<file path="src/hw/rtl/sida_pkg.sv">
`timescale 1ns / 1ps

package sida_pkg;

   localparam int DEFAULT_VALUE_WIDTH = 32;

   localparam logic [7:0] ASCII_ZERO  = 8'h30;
   localparam logic [7:0] ASCII_MINUS = 8'h2D;

   localparam logic [3:0] DIGIT_ADJUST_MIN = 4'd5;
   localparam logic [3:0] DIGIT_ADJUST_ADD = 4'd3;

   // status handed from the converter to the emitter
   typedef struct packed {
      logic done;       // one-cycle pulse: BCD word is complete
      logic negative;   // sign of the request being converted
   } conv_status_type;

   // shift-and-add-3 correction of one BCD digit
   function automatic logic [3:0] dabble_adjust(input logic [3:0] digit);
      logic [3:0] result;
      if (digit >= DIGIT_ADJUST_MIN) begin
         result = digit + DIGIT_ADJUST_ADD;
      end else begin
         result = digit;
      end
      return result;
   endfunction

endpackage

</file>
<file path="src/hw/rtl/sida_if.sv">
`timescale 1ns / 1ps

interface sida_req_if #(
   parameter int VALUE_WIDTH = sida_pkg::DEFAULT_VALUE_WIDTH
);
   logic                   valid;
   logic                   ready;
   logic [VALUE_WIDTH-1:0] value;

   modport source (output valid, output value, input ready);
   modport sink   (input valid, input value, output ready);
endinterface

interface sida_rsp_if;
   logic       valid;
   logic       ready;
   logic [7:0] character;
   logic       last;

   modport source (output valid, output character, output last, input ready);
   modport sink   (input valid, input character, input last, output ready);
endinterface

</file>
<file path="src/hw/rtl/sida_dabble.sv">
`timescale 1ns / 1ps

module sida_dabble #(
   parameter int VALUE_WIDTH = sida_pkg::DEFAULT_VALUE_WIDTH,
   parameter int DIGITS      = 10
) (
   input  logic                         clock,
   input  logic                         reset,
   input  logic                         start,
   input  logic [VALUE_WIDTH-1:0]       value,
   output logic                         busy,
   output logic [4*DIGITS-1:0]          bcd,
   output sida_pkg::conv_status_type    status
);

   localparam int COUNT_W = $clog2(VALUE_WIDTH + 1);

   logic [COUNT_W-1:0]     count_ff, count_in;
   logic [VALUE_WIDTH-1:0] bin_ff, bin_in;
   logic [4*DIGITS-1:0]    bcd_ff, bcd_in;
   logic                   neg_ff, neg_in;
   logic                   done_ff, done_in;
   logic [4*DIGITS-1:0]    adjusted;

   // every digit corrected in parallel, then one binary bit shifted in
   always_comb begin
      for (int i = 0; i < DIGITS; i++) begin
         adjusted[4*i +: 4] = sida_pkg::dabble_adjust(bcd_ff[4*i +: 4]);
      end
   end

   always_comb begin
      count_in = count_ff;
      bin_in   = bin_ff;
      bcd_in   = bcd_ff;
      neg_in   = neg_ff;
      done_in  = 1'b0;
      if (start) begin
         neg_in   = value[VALUE_WIDTH-1];
         bin_in   = value[VALUE_WIDTH-1] ? (~value + 1'b1) : value;
         bcd_in   = '0;
         count_in = COUNT_W'(VALUE_WIDTH);
      end else if (count_ff != '0) begin
         bcd_in   = {adjusted[4*DIGITS-2:0], bin_ff[VALUE_WIDTH-1]};
         bin_in   = {bin_ff[VALUE_WIDTH-2:0], 1'b0};
         count_in = count_ff - 1'b1;
         done_in  = (count_ff == COUNT_W'(1));
      end
   end

   always_ff @(posedge clock) begin
      if (reset) begin
         count_ff <= '0;
         done_ff  <= 1'b0;
      end else begin
         count_ff <= count_in;
         done_ff  <= done_in;
      end
      bin_ff <= bin_in;
      bcd_ff <= bcd_in;
      neg_ff <= neg_in;
   end

   assign busy            = (count_ff != '0) || done_ff;
   assign bcd             = bcd_ff;
   assign status.done     = done_ff;
   assign status.negative = neg_ff;

endmodule

</file>
<file path="src/hw/rtl/sida_emit.sv">
`timescale 1ns / 1ps

module sida_emit #(
   parameter int DIGITS = 10
) (
   input  logic                      clock,
   input  logic                      reset,
   input  sida_pkg::conv_status_type status,
   input  logic [4*DIGITS-1:0]       bcd,
   output logic                      busy,
   sida_rsp_if.source                rsp_bus
);

   localparam int LEFT_W = $clog2(DIGITS + 1);

   localparam logic [1:0] ST_IDLE = 2'd0;
   localparam logic [1:0] ST_SKIP = 2'd1;
   localparam logic [1:0] ST_SIGN = 2'd2;
   localparam logic [1:0] ST_EMIT = 2'd3;

   logic [1:0]          state_ff, state_in;
   logic [LEFT_W-1:0]   left_ff, left_in;
   logic [4*DIGITS-1:0] bcd_ff, bcd_in;
   logic                neg_ff, neg_in;
   logic [3:0]          top_digit;
   logic                final_digit;

   assign top_digit   = bcd_ff[4*DIGITS-1 -: 4];
   assign final_digit = (left_ff == LEFT_W'(1));

   always_comb begin
      state_in = state_ff;
      left_in  = left_ff;
      bcd_in   = bcd_ff;
      neg_in   = neg_ff;
      case (state_ff)
         ST_IDLE: begin
            if (status.done) begin
               bcd_in   = bcd;
               neg_in   = status.negative;
               left_in  = LEFT_W'(DIGITS);
               state_in = ST_SKIP;
            end
         end
         ST_SKIP: begin
            // drop leading zeros, keeping at least one digit
            if (top_digit == 4'd0 && !final_digit) begin
               bcd_in  = {bcd_ff[4*DIGITS-5:0], 4'd0};
               left_in = left_ff - 1'b1;
            end else begin
               state_in = neg_ff ? ST_SIGN : ST_EMIT;
            end
         end
         ST_SIGN: begin
            if (rsp_bus.ready) begin
               state_in = ST_EMIT;
            end
         end
         ST_EMIT: begin
            if (rsp_bus.ready) begin
               bcd_in  = {bcd_ff[4*DIGITS-5:0], 4'd0};
               left_in = left_ff - 1'b1;
               if (final_digit) begin
                  state_in = ST_IDLE;
               end
            end
         end
         default: begin
            state_in = ST_IDLE;
         end
      endcase
   end

   always_ff @(posedge clock) begin
      if (reset) begin
         state_ff <= ST_IDLE;
      end else begin
         state_ff <= state_in;
      end
      left_ff <= left_in;
      bcd_ff  <= bcd_in;
      neg_ff  <= neg_in;
   end

   assign busy              = (state_ff != ST_IDLE);
   assign rsp_bus.valid     = (state_ff == ST_SIGN) || (state_ff == ST_EMIT);
   assign rsp_bus.character = (state_ff == ST_SIGN) ? sida_pkg::ASCII_MINUS
                                                    : (sida_pkg::ASCII_ZERO | {4'd0, top_digit});
   assign rsp_bus.last      = (state_ff == ST_EMIT) && final_digit;

endmodule

</file>
<file path="src/hw/rtl/signed_int_to_decimal_ascii.sv">
`timescale 1ns / 1ps

// Signed integer to decimal ASCII. Each request carries one two's complement
// value of VALUE_WIDTH bits; the block answers with its decimal text, one
// character per response, most significant first: a leading '-' for a
// negative value, then the digits with no leading zeros (zero gives "0"),
// the final character flagged by last. The most negative value converts
// correctly through its unsigned magnitude. One request is in flight at a
// time: req_bus.ready is low from acceptance until the last character has
// been taken. Each request passes through bit-serial shift-and-add-3
// conversion (one magnitude bit per cycle), a hand-over of the BCD word to
// the emitter, a strip stage that drops leading zero digits one at a time,
// and the emission of one character per response. With the response side
// always ready, the serial binary-to-BCD shift register sets most of the
// time per request.

module signed_int_to_decimal_ascii #(
   parameter int VALUE_WIDTH = sida_pkg::DEFAULT_VALUE_WIDTH
) (
   input  logic     clock,
   input  logic     reset,
   sida_req_if.sink   req_bus,
   sida_rsp_if.source rsp_bus
);

   // digits of the largest magnitude, 2^(VALUE_WIDTH-1)
   localparam int DIGITS = ((VALUE_WIDTH - 1) * 30103) / 100000 + 1;

   logic                      conv_busy;
   logic                      emit_busy;
   logic                      start;
   logic [4*DIGITS-1:0]       bcd;
   sida_pkg::conv_status_type status;

   // take a new request only when both stages are empty
   assign req_bus.ready = !conv_busy && !emit_busy;
   assign start         = req_bus.valid && req_bus.ready;

   // binary magnitude to packed BCD, one bit per cycle
   sida_dabble #(
      .VALUE_WIDTH (VALUE_WIDTH),
      .DIGITS      (DIGITS)
   ) u_dabble (
      .clock  (clock),
      .reset  (reset),
      .start  (start),
      .value  (req_bus.value),
      .busy   (conv_busy),
      .bcd    (bcd),
      .status (status)
   );

   // zero strip, sign, then one character per response
   sida_emit #(
      .DIGITS (DIGITS)
   ) u_emit (
      .clock   (clock),
      .reset   (reset),
      .status  (status),
      .bcd     (bcd),
      .busy    (emit_busy),
      .rsp_bus (rsp_bus)
   );

endmodule

</file>
<file path="src/flat_wrapper.sv">
// flat-port wrapper written by rule: the top's interface ports become plain ports
module signed_int_to_decimal_ascii_flat 
#(
   parameter int VALUE_WIDTH = sida_pkg::DEFAULT_VALUE_WIDTH
)
  (clock, reset, req_bus_valid, req_bus_value, req_bus_ready, rsp_bus_valid, rsp_bus_character, rsp_bus_last, rsp_bus_ready);
  sida_req_if #(.VALUE_WIDTH(VALUE_WIDTH)) req_bus_i ();
  sida_rsp_if rsp_bus_i ();
  input  logic clock;
  input  logic reset;
  input wire logic [$bits(req_bus_i.valid)-1:0] req_bus_valid;
  input wire logic [$bits(req_bus_i.value)-1:0] req_bus_value;
  output wire logic [$bits(req_bus_i.ready)-1:0] req_bus_ready;
  output wire logic [$bits(rsp_bus_i.valid)-1:0] rsp_bus_valid;
  output wire logic [$bits(rsp_bus_i.character)-1:0] rsp_bus_character;
  output wire logic [$bits(rsp_bus_i.last)-1:0] rsp_bus_last;
  input wire logic [$bits(rsp_bus_i.ready)-1:0] rsp_bus_ready;
  assign req_bus_i.valid = req_bus_valid;
  assign req_bus_i.value = req_bus_value;
  assign req_bus_ready = req_bus_i.ready;
  assign rsp_bus_valid = rsp_bus_i.valid;
  assign rsp_bus_character = rsp_bus_i.character;
  assign rsp_bus_last = rsp_bus_i.last;
  assign rsp_bus_i.ready = rsp_bus_ready;
  signed_int_to_decimal_ascii #(.VALUE_WIDTH(VALUE_WIDTH)) u_core (.clock(clock), .reset(reset), .req_bus(req_bus_i), .rsp_bus(rsp_bus_i));
endmodule
</file>
<file path="config.mk">
export PLATFORM = sky130hd
export DESIGN_NAME = signed_int_to_decimal_ascii_flat
export DESIGN_NICKNAME = d
export VERILOG_FILES = /design/src/hw/rtl/sida_pkg.sv /design/src/hw/rtl/sida_if.sv /design/src/hw/rtl/sida_dabble.sv /design/src/hw/rtl/sida_emit.sv /design/src/hw/rtl/signed_int_to_decimal_ascii.sv /design/src/flat_wrapper.sv
export SDC_FILE = /design/constraint.sdc
export NUM_CORES = 1
export LEC_CHECK = 0
export ABC_AREA = 1
export BUFFER_PORTS_ARGS = -buffer_cell sky130_fd_sc_hd__buf_2
export CORE_UTILIZATION = 30
export CTS_BUF_LIST = sky130_fd_sc_hd__clkbuf_4 sky130_fd_sc_hd__clkbuf_8 sky130_fd_sc_hd__clkbuf_16
export DETAILED_ROUTE_END_ITERATION = 16
export PLACE_DENSITY = 0.48
export SLEW_MARGIN = 0
export SYNTH_ARGS = -nofsm -noshare
export SYNTH_HDL_FRONTEND = slang
export SYNTH_SLANG_ARGS = --single-unit
</file>
<file path="constraint.sdc">
create_clock -name clock -period 5.6 [get_ports clock]
set_input_delay 0.56 -clock clock [delete_from_list [all_inputs] [get_ports clock]]
set_output_delay 0.56 -clock clock [all_outputs]
set_load 0.01 [all_outputs]
</file>
Word level (Yosys, flattened, before mapping)
Index checks and enable logic that the tools add are counted.
{"block": "word_totals", "output_inout_bits": 11, "input_bits": 36, "register_bits": 127}
{"block": "op_classes", "addsub": 13, "magnitude_cmp": 10, "bitwise": 2, "mux": 31, "reduce_logical": 20, "eq_ne": 11}
{"cell": "$mux 40", "count": 3}
{"cell": "$pmux 40 s3", "count": 1}
{"cell": "$mux 32", "count": 3}
{"cell": "$mux 4", "count": 12}
{"cell": "$ge 4x3->1 const B", "count": 10}
{"cell": "$add 4x2->4 const B", "count": 9}
{"cell": "$add 32x1->32 const B", "count": 1}
{"cell": "$not 32->32", "count": 1}
{"cell": "$mux 6", "count": 2}
{"cell": "$pmux 4 s3", "count": 1}
{"cell": "$mux 2", "count": 5}
{"cell": "$ne 2x2->1 const B", "count": 5}
{"cell": "$pmux 2 s4", "count": 1}
{"cell": "$eq 6x1->1 const B", "count": 1}
{"cell": "$reduce_bool 6->1", "count": 1}
{"cell": "$sub 6x1->6 const B", "count": 1}
{"cell": "$mux 5", "count": 1}
{"cell": "$reduce_and 5->1", "count": 1}
{"cell": "$eq 2x2->1 const B", "count": 2}
{"cell": "$eq 4x1->1 const B", "count": 1}
{"cell": "$logic_and 1x1->1", "count": 4}
{"cell": "$logic_not 4->1", "count": 1}
{"cell": "$reduce_and 4->1", "count": 1}
{"cell": "$reduce_bool 2->1", "count": 2}
{"cell": "14 further kinds", "count": 17}

Longest topological paths before layout
{"block": "depth", "word_depth": 6, "ltp_mapped": 11, "depth_no_buf": 11}

Hierarchy
A second synthesis with hierarchy kept.
{"block": "hier_totals", "hier_cells": 937, "hier_area_um2": 7215.7}
{"mod": "sida_dabble", "cells_each": 690, "area_per_inst_um2": 4931.0, "seq_area_each_um2": 1931.9, "instances": 1}
{"mod": "sida_emit", "cells_each": 241, "area_per_inst_um2": 2257.2, "seq_area_each_um2": 1391.3, "instances": 1}
{"mod": "signed_int_to_decimal_ascii", "cells_each": 6, "area_per_inst_um2": 27.5, "seq_area_each_um2": 0.0, "instances": 1}

Worst setup path before layout
Ideal clock, no wire load.
{"block": "synth_timing", "path_kind": "register -> register", "start": "reg u_core.u_emit.state_ff[0]", "end": "reg u_core.u_emit.bcd_ff[0], enable pin", "stages_incl_launch_ff": 6, "arrival_time_ps": 4191, "path_slack_ps": 898, "path_buffers": 0, "path_cell_list": "dfxtp_1 inv_1 ha_1 nand2_1 o21ai_0 a211oi_1"}
{"block": "synth_between", "elab_chain_len": 3, "elab_cells_between_ends": 8}
{"item": "from (decl)", "line": "sida_emit.sv:21", "text": "logic [1:0] state_ff, state_in;"}
{"item": "from (signal assigned)", "line": "sida_emit.sv:78", "text": "state_ff <= state_in;"}
{"item": "$eq 2x1->1, or another cell as far along", "line": "sida_emit.sv:36", "text": "case (state_ff)"}
{"item": "$ne 2x2->1 (no source line), or another cell as far along"}
{"item": "$reduce_and 4->1 (no source line) *"}
{"item": "to (signal assigned)", "line": "sida_emit.sv:81", "text": "bcd_ff <= bcd_in;"}
{"item": "to (decl)", "line": "sida_emit.sv:23", "text": "logic [4*DIGITS-1:0] bcd_ff, bcd_in;"}
Mark *: on every way between the ends. The rest lies on a longest branch, timed or not.
A chain may end at the register's enable or synchronous reset.

Worst setup path after layout
{"block": "layout_timing", "start": "reg u_core.u_dabble.count_ff[0]", "end": "reg u_core.u_dabble.bin_ff[17], enable pin"}
{"block": "layout_between", "elab_chain_len": 6}
{"item": "from (decl)", "line": "sida_dabble.sv:18", "text": "logic [COUNT_W-1:0] count_ff, count_in;"}
{"item": "from (signal assigned)", "line": "sida_dabble.sv:56", "text": "count_ff <= count_in;"}
{"item": "$reduce_bool 6->1 *", "line": "sida_dabble.sv:43, sida_dabble.sv:64"}
{"item": "$logic_or 1x1->1", "line": "sida_dabble.sv:64", "text": "assign busy = (count_ff != '0) || done_ff;"}
{"item": "$logic_not 1->1", "line": "signed_int_to_decimal_ascii.sv:36", "text": "assign req_bus.ready = !conv_busy && !emit_busy;"}
{"item": "$logic_and 1x1->1", "line": "signed_int_to_decimal_ascii.sv:36"}
{"item": "$logic_and 1x1->1", "line": "signed_int_to_decimal_ascii.sv:37", "text": "assign start = req_bus.valid && req_bus.ready;"}
{"item": "$reduce_bool 2->1 (no source line) *"}
{"item": "to (signal assigned)", "line": "sida_dabble.sv:59", "text": "bin_ff <= bin_in;"}
{"item": "to (decl)", "line": "sida_dabble.sv:19", "text": "logic [VALUE_WIDTH-1:0] bin_ff, bin_in;"}
Marked as above.

==> flow_summary.html <==
<table>
<tr><th>Metric</th><th>Value</th></tr>
<tr><th colspan="2">GRT</th></tr>
<tr><td>Initial antenna violation count</td><td>0</td></tr>
<tr><td>Global-route usage over all layers</td><td>13.2%</td></tr>
<tr><td>Overflow left after global routing</td><td>0</td></tr>
<tr><td>Vias in the first global route</td><td>5105</td></tr>
<tr><td>Global-route wire length before repair</td><td>25100 microns</td></tr>
<tr><td>Largest net degree at the start of global routing</td><td>75</td></tr>
<tr><th colspan="2">Setup path</th></tr>
<tr><td>Class of the most critical setup path</td><td>flop to flop</td></tr>
<tr><td>Worst Setup EP</td><td>u_core.u_dabble.bin_ff[17]</td></tr>
<tr><td>Critical Path Source Type</td><td>flop</td></tr>
<tr><td>Logic depth of the worst register-to-register path</td><td>8</td></tr>
<tr><td>Type of destination of the critical path</td><td>flop</td></tr>
<tr><td>Crit path required time</td><td>5.65 ns</td></tr>
<tr><td>Worst EP arrival</td><td>3.22 ns</td></tr>
<tr><td>Largest fanout of any net on the critical path</td><td>66</td></tr>
<tr><td>Worst setup path startpoint</td><td>u_core.u_dabble.count_ff[0]</td></tr>
<tr><td>Launching point of the worst reg2reg path</td><td>u_core.u_dabble.count_ff[0]</td></tr>
<tr><td>Destination of the worst register-to-register timing path</td><td>u_core.u_dabble.bin_ff[17]</td></tr>
<tr><td>Worst-case register-to-register setup slack</td><td>2.43 ns</td></tr>
<tr><th colspan="2">CTS</th></tr>
<tr><td>CTS HTree Levels</td><td>4</td></tr>
<tr><td>Post CTS Setup Buffer Count</td><td>0</td></tr>
<tr><td>TritonCTS sink count</td><td>127</td></tr>
<tr><td>Clock tree from TritonCTS</td><td>yes</td></tr>
<tr><td>Quantity of gates resized following cts</td><td>0</td></tr>
<tr><td>CTS Buf Count</td><td>17</td></tr>
<tr><td>Hold-fix buffers at CTS</td><td>0</td></tr>
<tr><td>Clock latency on the worst-skew pair</td><td>0.41 ns</td></tr>
<tr><td>Clock transition at the register clock pins on the worst setup and hold paths after CTS</td><td>0.06 ns</td></tr>
<tr><td>Clock tree root driver cell</td><td>sky130_fd_sc_hd__clkbuf_16</td></tr>
<tr><td>Clock Path Buffers</td><td>2</td></tr>
<tr><th colspan="2">STA</th></tr>
<tr><td>Count of pins over their slew limit</td><td>0</td></tr>
<tr><td>Final setup violation count</td><td>0</td></tr>
<tr><td>Slew of the pin with the lowest slew margin</td><td>0.700 ns</td></tr>
<tr><td>Total negative setup slack</td><td>0 ns</td></tr>
<tr><td>Clock skew after layout</td><td>0.00817 ns</td></tr>
<tr><td>Highest Clock Rate</td><td>316 MHz</td></tr>
<tr><td>Portion of the clock cycle consumed by the worst path in the final layout</td><td>56.6%</td></tr>
<tr><td>Unrepaired setup endpoints after global routing</td><td>no</td></tr>
<tr><td>Worst max-slew margin expressed relative to the limit</td><td>53.3%</td></tr>
<tr><td>Fin crit period</td><td>3.17 ns</td></tr>
<tr><td>Count of final hold-check violations</td><td>0</td></tr>
<tr><th colspan="2">Finish</th></tr>
<tr><td>Inserted Diodes</td><td>0</td></tr>
<tr><td>Final design instance area without fill</td><td>8160 sq um</td></tr>
<tr><td>Commonest non-fill, non-tap cell in the layout</td><td>sky130_fd_sc_hd__nand2_1</td></tr>
<tr><td>Total Nets Final</td><td>958</td></tr>
<tr><td>Layout cells sized above 1</td><td>11.5%</td></tr>
<tr><td>Area growth from synthesis to layout</td><td>15.3%</td></tr>
<tr><td>Commonest cells after routing, fill and taps aside</td><td>sky130_fd_sc_hd__nand2_1, sky130_fd_sc_hd__o21ai_0, sky130_fd_sc_hd__inv_1</td></tr>
<tr><th colspan="2">Place</th></tr>
<tr><td>Placed standard-cell area</td><td>7500 sq um</td></tr>
<tr><td>Detailed-placement wirelength estimate</td><td>10600 microns</td></tr>
<tr><td>Number of port buffers</td><td>43</td></tr>
<tr><td>Gp weighted congestion</td><td>0.758</td></tr>
<tr><th colspan="2">Floorplanning</th></tr>
<tr><td>Standard-cell rows</td><td>55</td></tr>
<tr><td>Die X-Extent</td><td>156 microns</td></tr>
<tr><td>Core Area</td><td>22900 sq um</td></tr>
<tr><td>Total Die Area</td><td>24200 sq um</td></tr>
<tr><td>Initial core utilization</td><td>30.9%</td></tr>
<tr><td>IO Count</td><td>47</td></tr>
<tr><td>DIE HEIGHT</td><td>156 microns</td></tr>
<tr><th colspan="2">Route</th></tr>
<tr><td>Average via count per standard cell</td><td>4.51</td></tr>
<tr><td>DRC viols</td><td>0</td></tr>
<tr><td>Wire per inst</td><td>12.8 microns</td></tr>
<tr><td>Number of nets with antenna violations after routing</td><td>0</td></tr>
<tr><td>First-pass detailed-route iteration total</td><td>5</td></tr>
<tr><td>DR iter-0 viols</td><td>392</td></tr>
<tr><td>Number of vias after detailed routing</td><td>5480</td></tr>
<tr><td>Wire length after detailed routing</td><td>15500 microns</td></tr>
<tr><th colspan="2">Power</th></tr>
<tr><td>Standby leakage power</td><td>3.47 nW</td></tr>
<tr><td>VDD IR-drop max</td><td>0.000233 V</td></tr>
<tr><td>NetSw</td><td>0.00198 W</td></tr>
<tr><td>Combinational share of power</td><td>40.3%</td></tr>
<tr><td>Internal power summed over all cells</td><td>0.00317 W</td></tr>
<tr><td>Proportion of power drawn by the clock network</td><td>23.9%</td></tr>
<tr><td>Power density over the cells</td><td>631 nW/um^2</td></tr>
<tr><td>Sequential group share of total power</td><td>35.8%</td></tr>
<tr><td>Fraction of power spent switching nets</td><td>38.5%</td></tr>
<tr><th colspan="2">Yosys</th></tr>
<tr><td>Synth cell types</td><td>37</td></tr>
<tr><td>Register area share after synthesis</td><td>46.9%</td></tr>
<tr><td>Synthesized area divided by synthesized cell count</td><td>8.25 sq um</td></tr>
<tr><td>Main flop type after synthesis</td><td>sky130_fd_sc_hd__edfxtp_1</td></tr>
<tr><td>Number of synthesized flops with an enable pin</td><td>78</td></tr>
<tr><td>Share of synthesized registers carrying an async set or reset</td><td>0%</td></tr>
<tr><td>Syn Inst Count</td><td>858</td></tr>
<tr><td>Count of state elements after synthesis</td><td>127</td></tr>
<tr><td>Yosys Warn Count</td><td>0</td></tr>
<tr><td>Netlist Area Pre-Place</td><td>7080 sq um</td></tr>
<tr><th colspan="2">Job</th></tr>
<tr><td>Max capacitance violation total</td><td>0</td></tr>
<tr><th colspan="2">Min path</th></tr>
<tr><td>Worst min-delay path class</td><td>input port to flop</td></tr>
<tr><th colspan="2">Status</th></tr>
<tr><td>Run status</td><td>completed</td></tr>
</table>
registers in the layout, summed over array words and instances, names as in the netlist:
register	count
u_core.u_dabble.bin_ff	32
u_core.u_dabble.neg_ff	1
u_core.u_emit.left_ff	4
u_core.u_dabble.count_ff	6
u_core.u_dabble.done_ff	1
u_core.u_emit.neg_ff	1
u_core.u_emit.state_ff	2
u_core.u_emit.bcd_ff	40
u_core.u_dabble.bcd	40
how the worst min path moves through the flow:
stage                      startpoint                     endpoint  slack, ns  cells past startpoint
5_1_grt                         reset  u_core.u_dabble.count_ff[5]       0.38                      2
3_3_place_gp   u_core.u_dabble.neg_ff         u_core.u_emit.neg_ff       0.40                      0
2_1_floorplan  u_core.u_dabble.neg_ff         u_core.u_emit.neg_ff       0.40                      0
3_5_place_dp   u_core.u_dabble.neg_ff         u_core.u_emit.neg_ff       0.42                      0
6_report                        reset  u_core.u_dabble.count_ff[5]       0.38                      2
4_1_cts                         reset  u_core.u_dabble.count_ff[5]       0.37                      2
synthesized netlist by cell type, types with 3 or more instances:
library cell / n / area share [%]
sky130_fd_sc_hd__buf_2: 11 / 0.78
sky130_fd_sc_hd__nand3b_1: 5 / 0.53
sky130_fd_sc_hd__nor2_1: 50 / 2.7
sky130_fd_sc_hd__buf_4: 6 / 0.64
sky130_fd_sc_hd__nand4_1: 5 / 0.44
sky130_fd_sc_hd__nor2_2: 3 / 0.27
sky130_fd_sc_hd__inv_1: 94 / 5.0
sky130_fd_sc_hd__or2_2: 4 / 0.35
sky130_fd_sc_hd__o21ai_1: 8 / 0.57
sky130_fd_sc_hd__buf_6: 9 / 1.4
sky130_fd_sc_hd__nand2_2: 4 / 0.35
sky130_fd_sc_hd__a211oi_1: 10 / 1.1
sky130_fd_sc_hd__dfxtp_1: 49 / 14
sky130_fd_sc_hd__nand3_1: 70 / 4.9
sky130_fd_sc_hd__xor2_1: 28 / 3.5
sky130_fd_sc_hd__edfxtp_1: 78 / 33
sky130_fd_sc_hd__o21ai_0: 97 / 6.9
sky130_fd_sc_hd__ha_1: 32 / 5.7
sky130_fd_sc_hd__clkbuf_1: 8 / 0.42
sky130_fd_sc_hd__nand2_1: 215 / 11
sky130_fd_sc_hd__a21oi_1: 48 / 3.4
sky130_fd_sc_hd__o21ai_2: 5 / 0.62
power by group through the flow:
stage / clock (W) / combinational (W) / sequential (W)
2_1_floorplan: 0 / 0.00172 / 0.00182
3_3_place_gp: 0 / 0.00209 / 0.00186
5_1_grt: 0.00130 / 0.00239 / 0.00190
6_report: 0.00123 / 0.00207 / 0.00184
3_5_place_dp: 0 / 0.00210 / 0.00186
4_1_cts: 0.00126 / 0.00211 / 0.00185
routing by layer:
layer	track usage (%)	share of wire, %
met4	4.67	1.1
met5	0	0
met1	17.1	50
met2	21.5	47
met3	3.08	2.5
cells by family (layout without fill, tap and decap cells):
| group | after synthesis | after routing | synth area share [%] |
|---|---|---|---|
| adders and majority gates | 32 | 32 | 5.65 |
| AOI/OAI and AO/OA | 174 | 174 | 13.2 |
| other | 2 | 3 | 0.106 |
| xor gates and xnor gates | 30 | 30 | 3.71 |
| buffers and inverters | 131 | 175 | 8.45 |
| DFF | 127 | 127 | 46.9 |
| and+or+nand+nor | 362 | 362 | 21.9 |
metrics by stage:
| step | hold WS [ns] | power, W | utilization, % | std cells | worst slack [ns] |
|---|---|---|---|---|---|
| finish | 0.385 | 0.00515 | 35.6 | 1216 | 2.43 |
| CTS | 0.372 | 0.00522 | 35.6 | 1216 | 2.37 |
| floorplan | 0.400 | 0.00354 | - | 859 | 0.898 |
| global route | 0.383 | 0.00560 | 35.6 | 1216 | 2.14 |
| detailed placement | 0.415 | 0.00397 | 32.7 | 1184 | 2.38 |
| global placement | 0.401 | 0.00395 | 32.7 | 1184 | 2.48 |
area by class of cell:
cell class,count,area (sq um)
Clock buffer,23,518
Fill cell,2419,14800
Multi-Input combinational cell,601,3180
Timing Repair Buffer,47,245
Clock inverter,9,149
Sequential cell,127,3320
Tap cell,313,392
Inverter,96,362
worst max-delay path, stage by stage (launching register included):
cell and delay, ns:
sky130_fd_sc_hd__dfxtp_1 0.35, sky130_fd_sc_hd__inv_1 0.11, sky130_fd_sc_hd__ha_1 0.24, sky130_fd_sc_hd__nand3_4 0.54, sky130_fd_sc_hd__nor2_4 0.29, sky130_fd_sc_hd__nand2_2 0.35
sky130_fd_sc_hd__buf_4 0.41, sky130_fd_sc_hd__nand2_1 0.10, sky130_fd_sc_hd__buf_4 0.40
No activity file was read; power rests on OpenSTA's default activity.
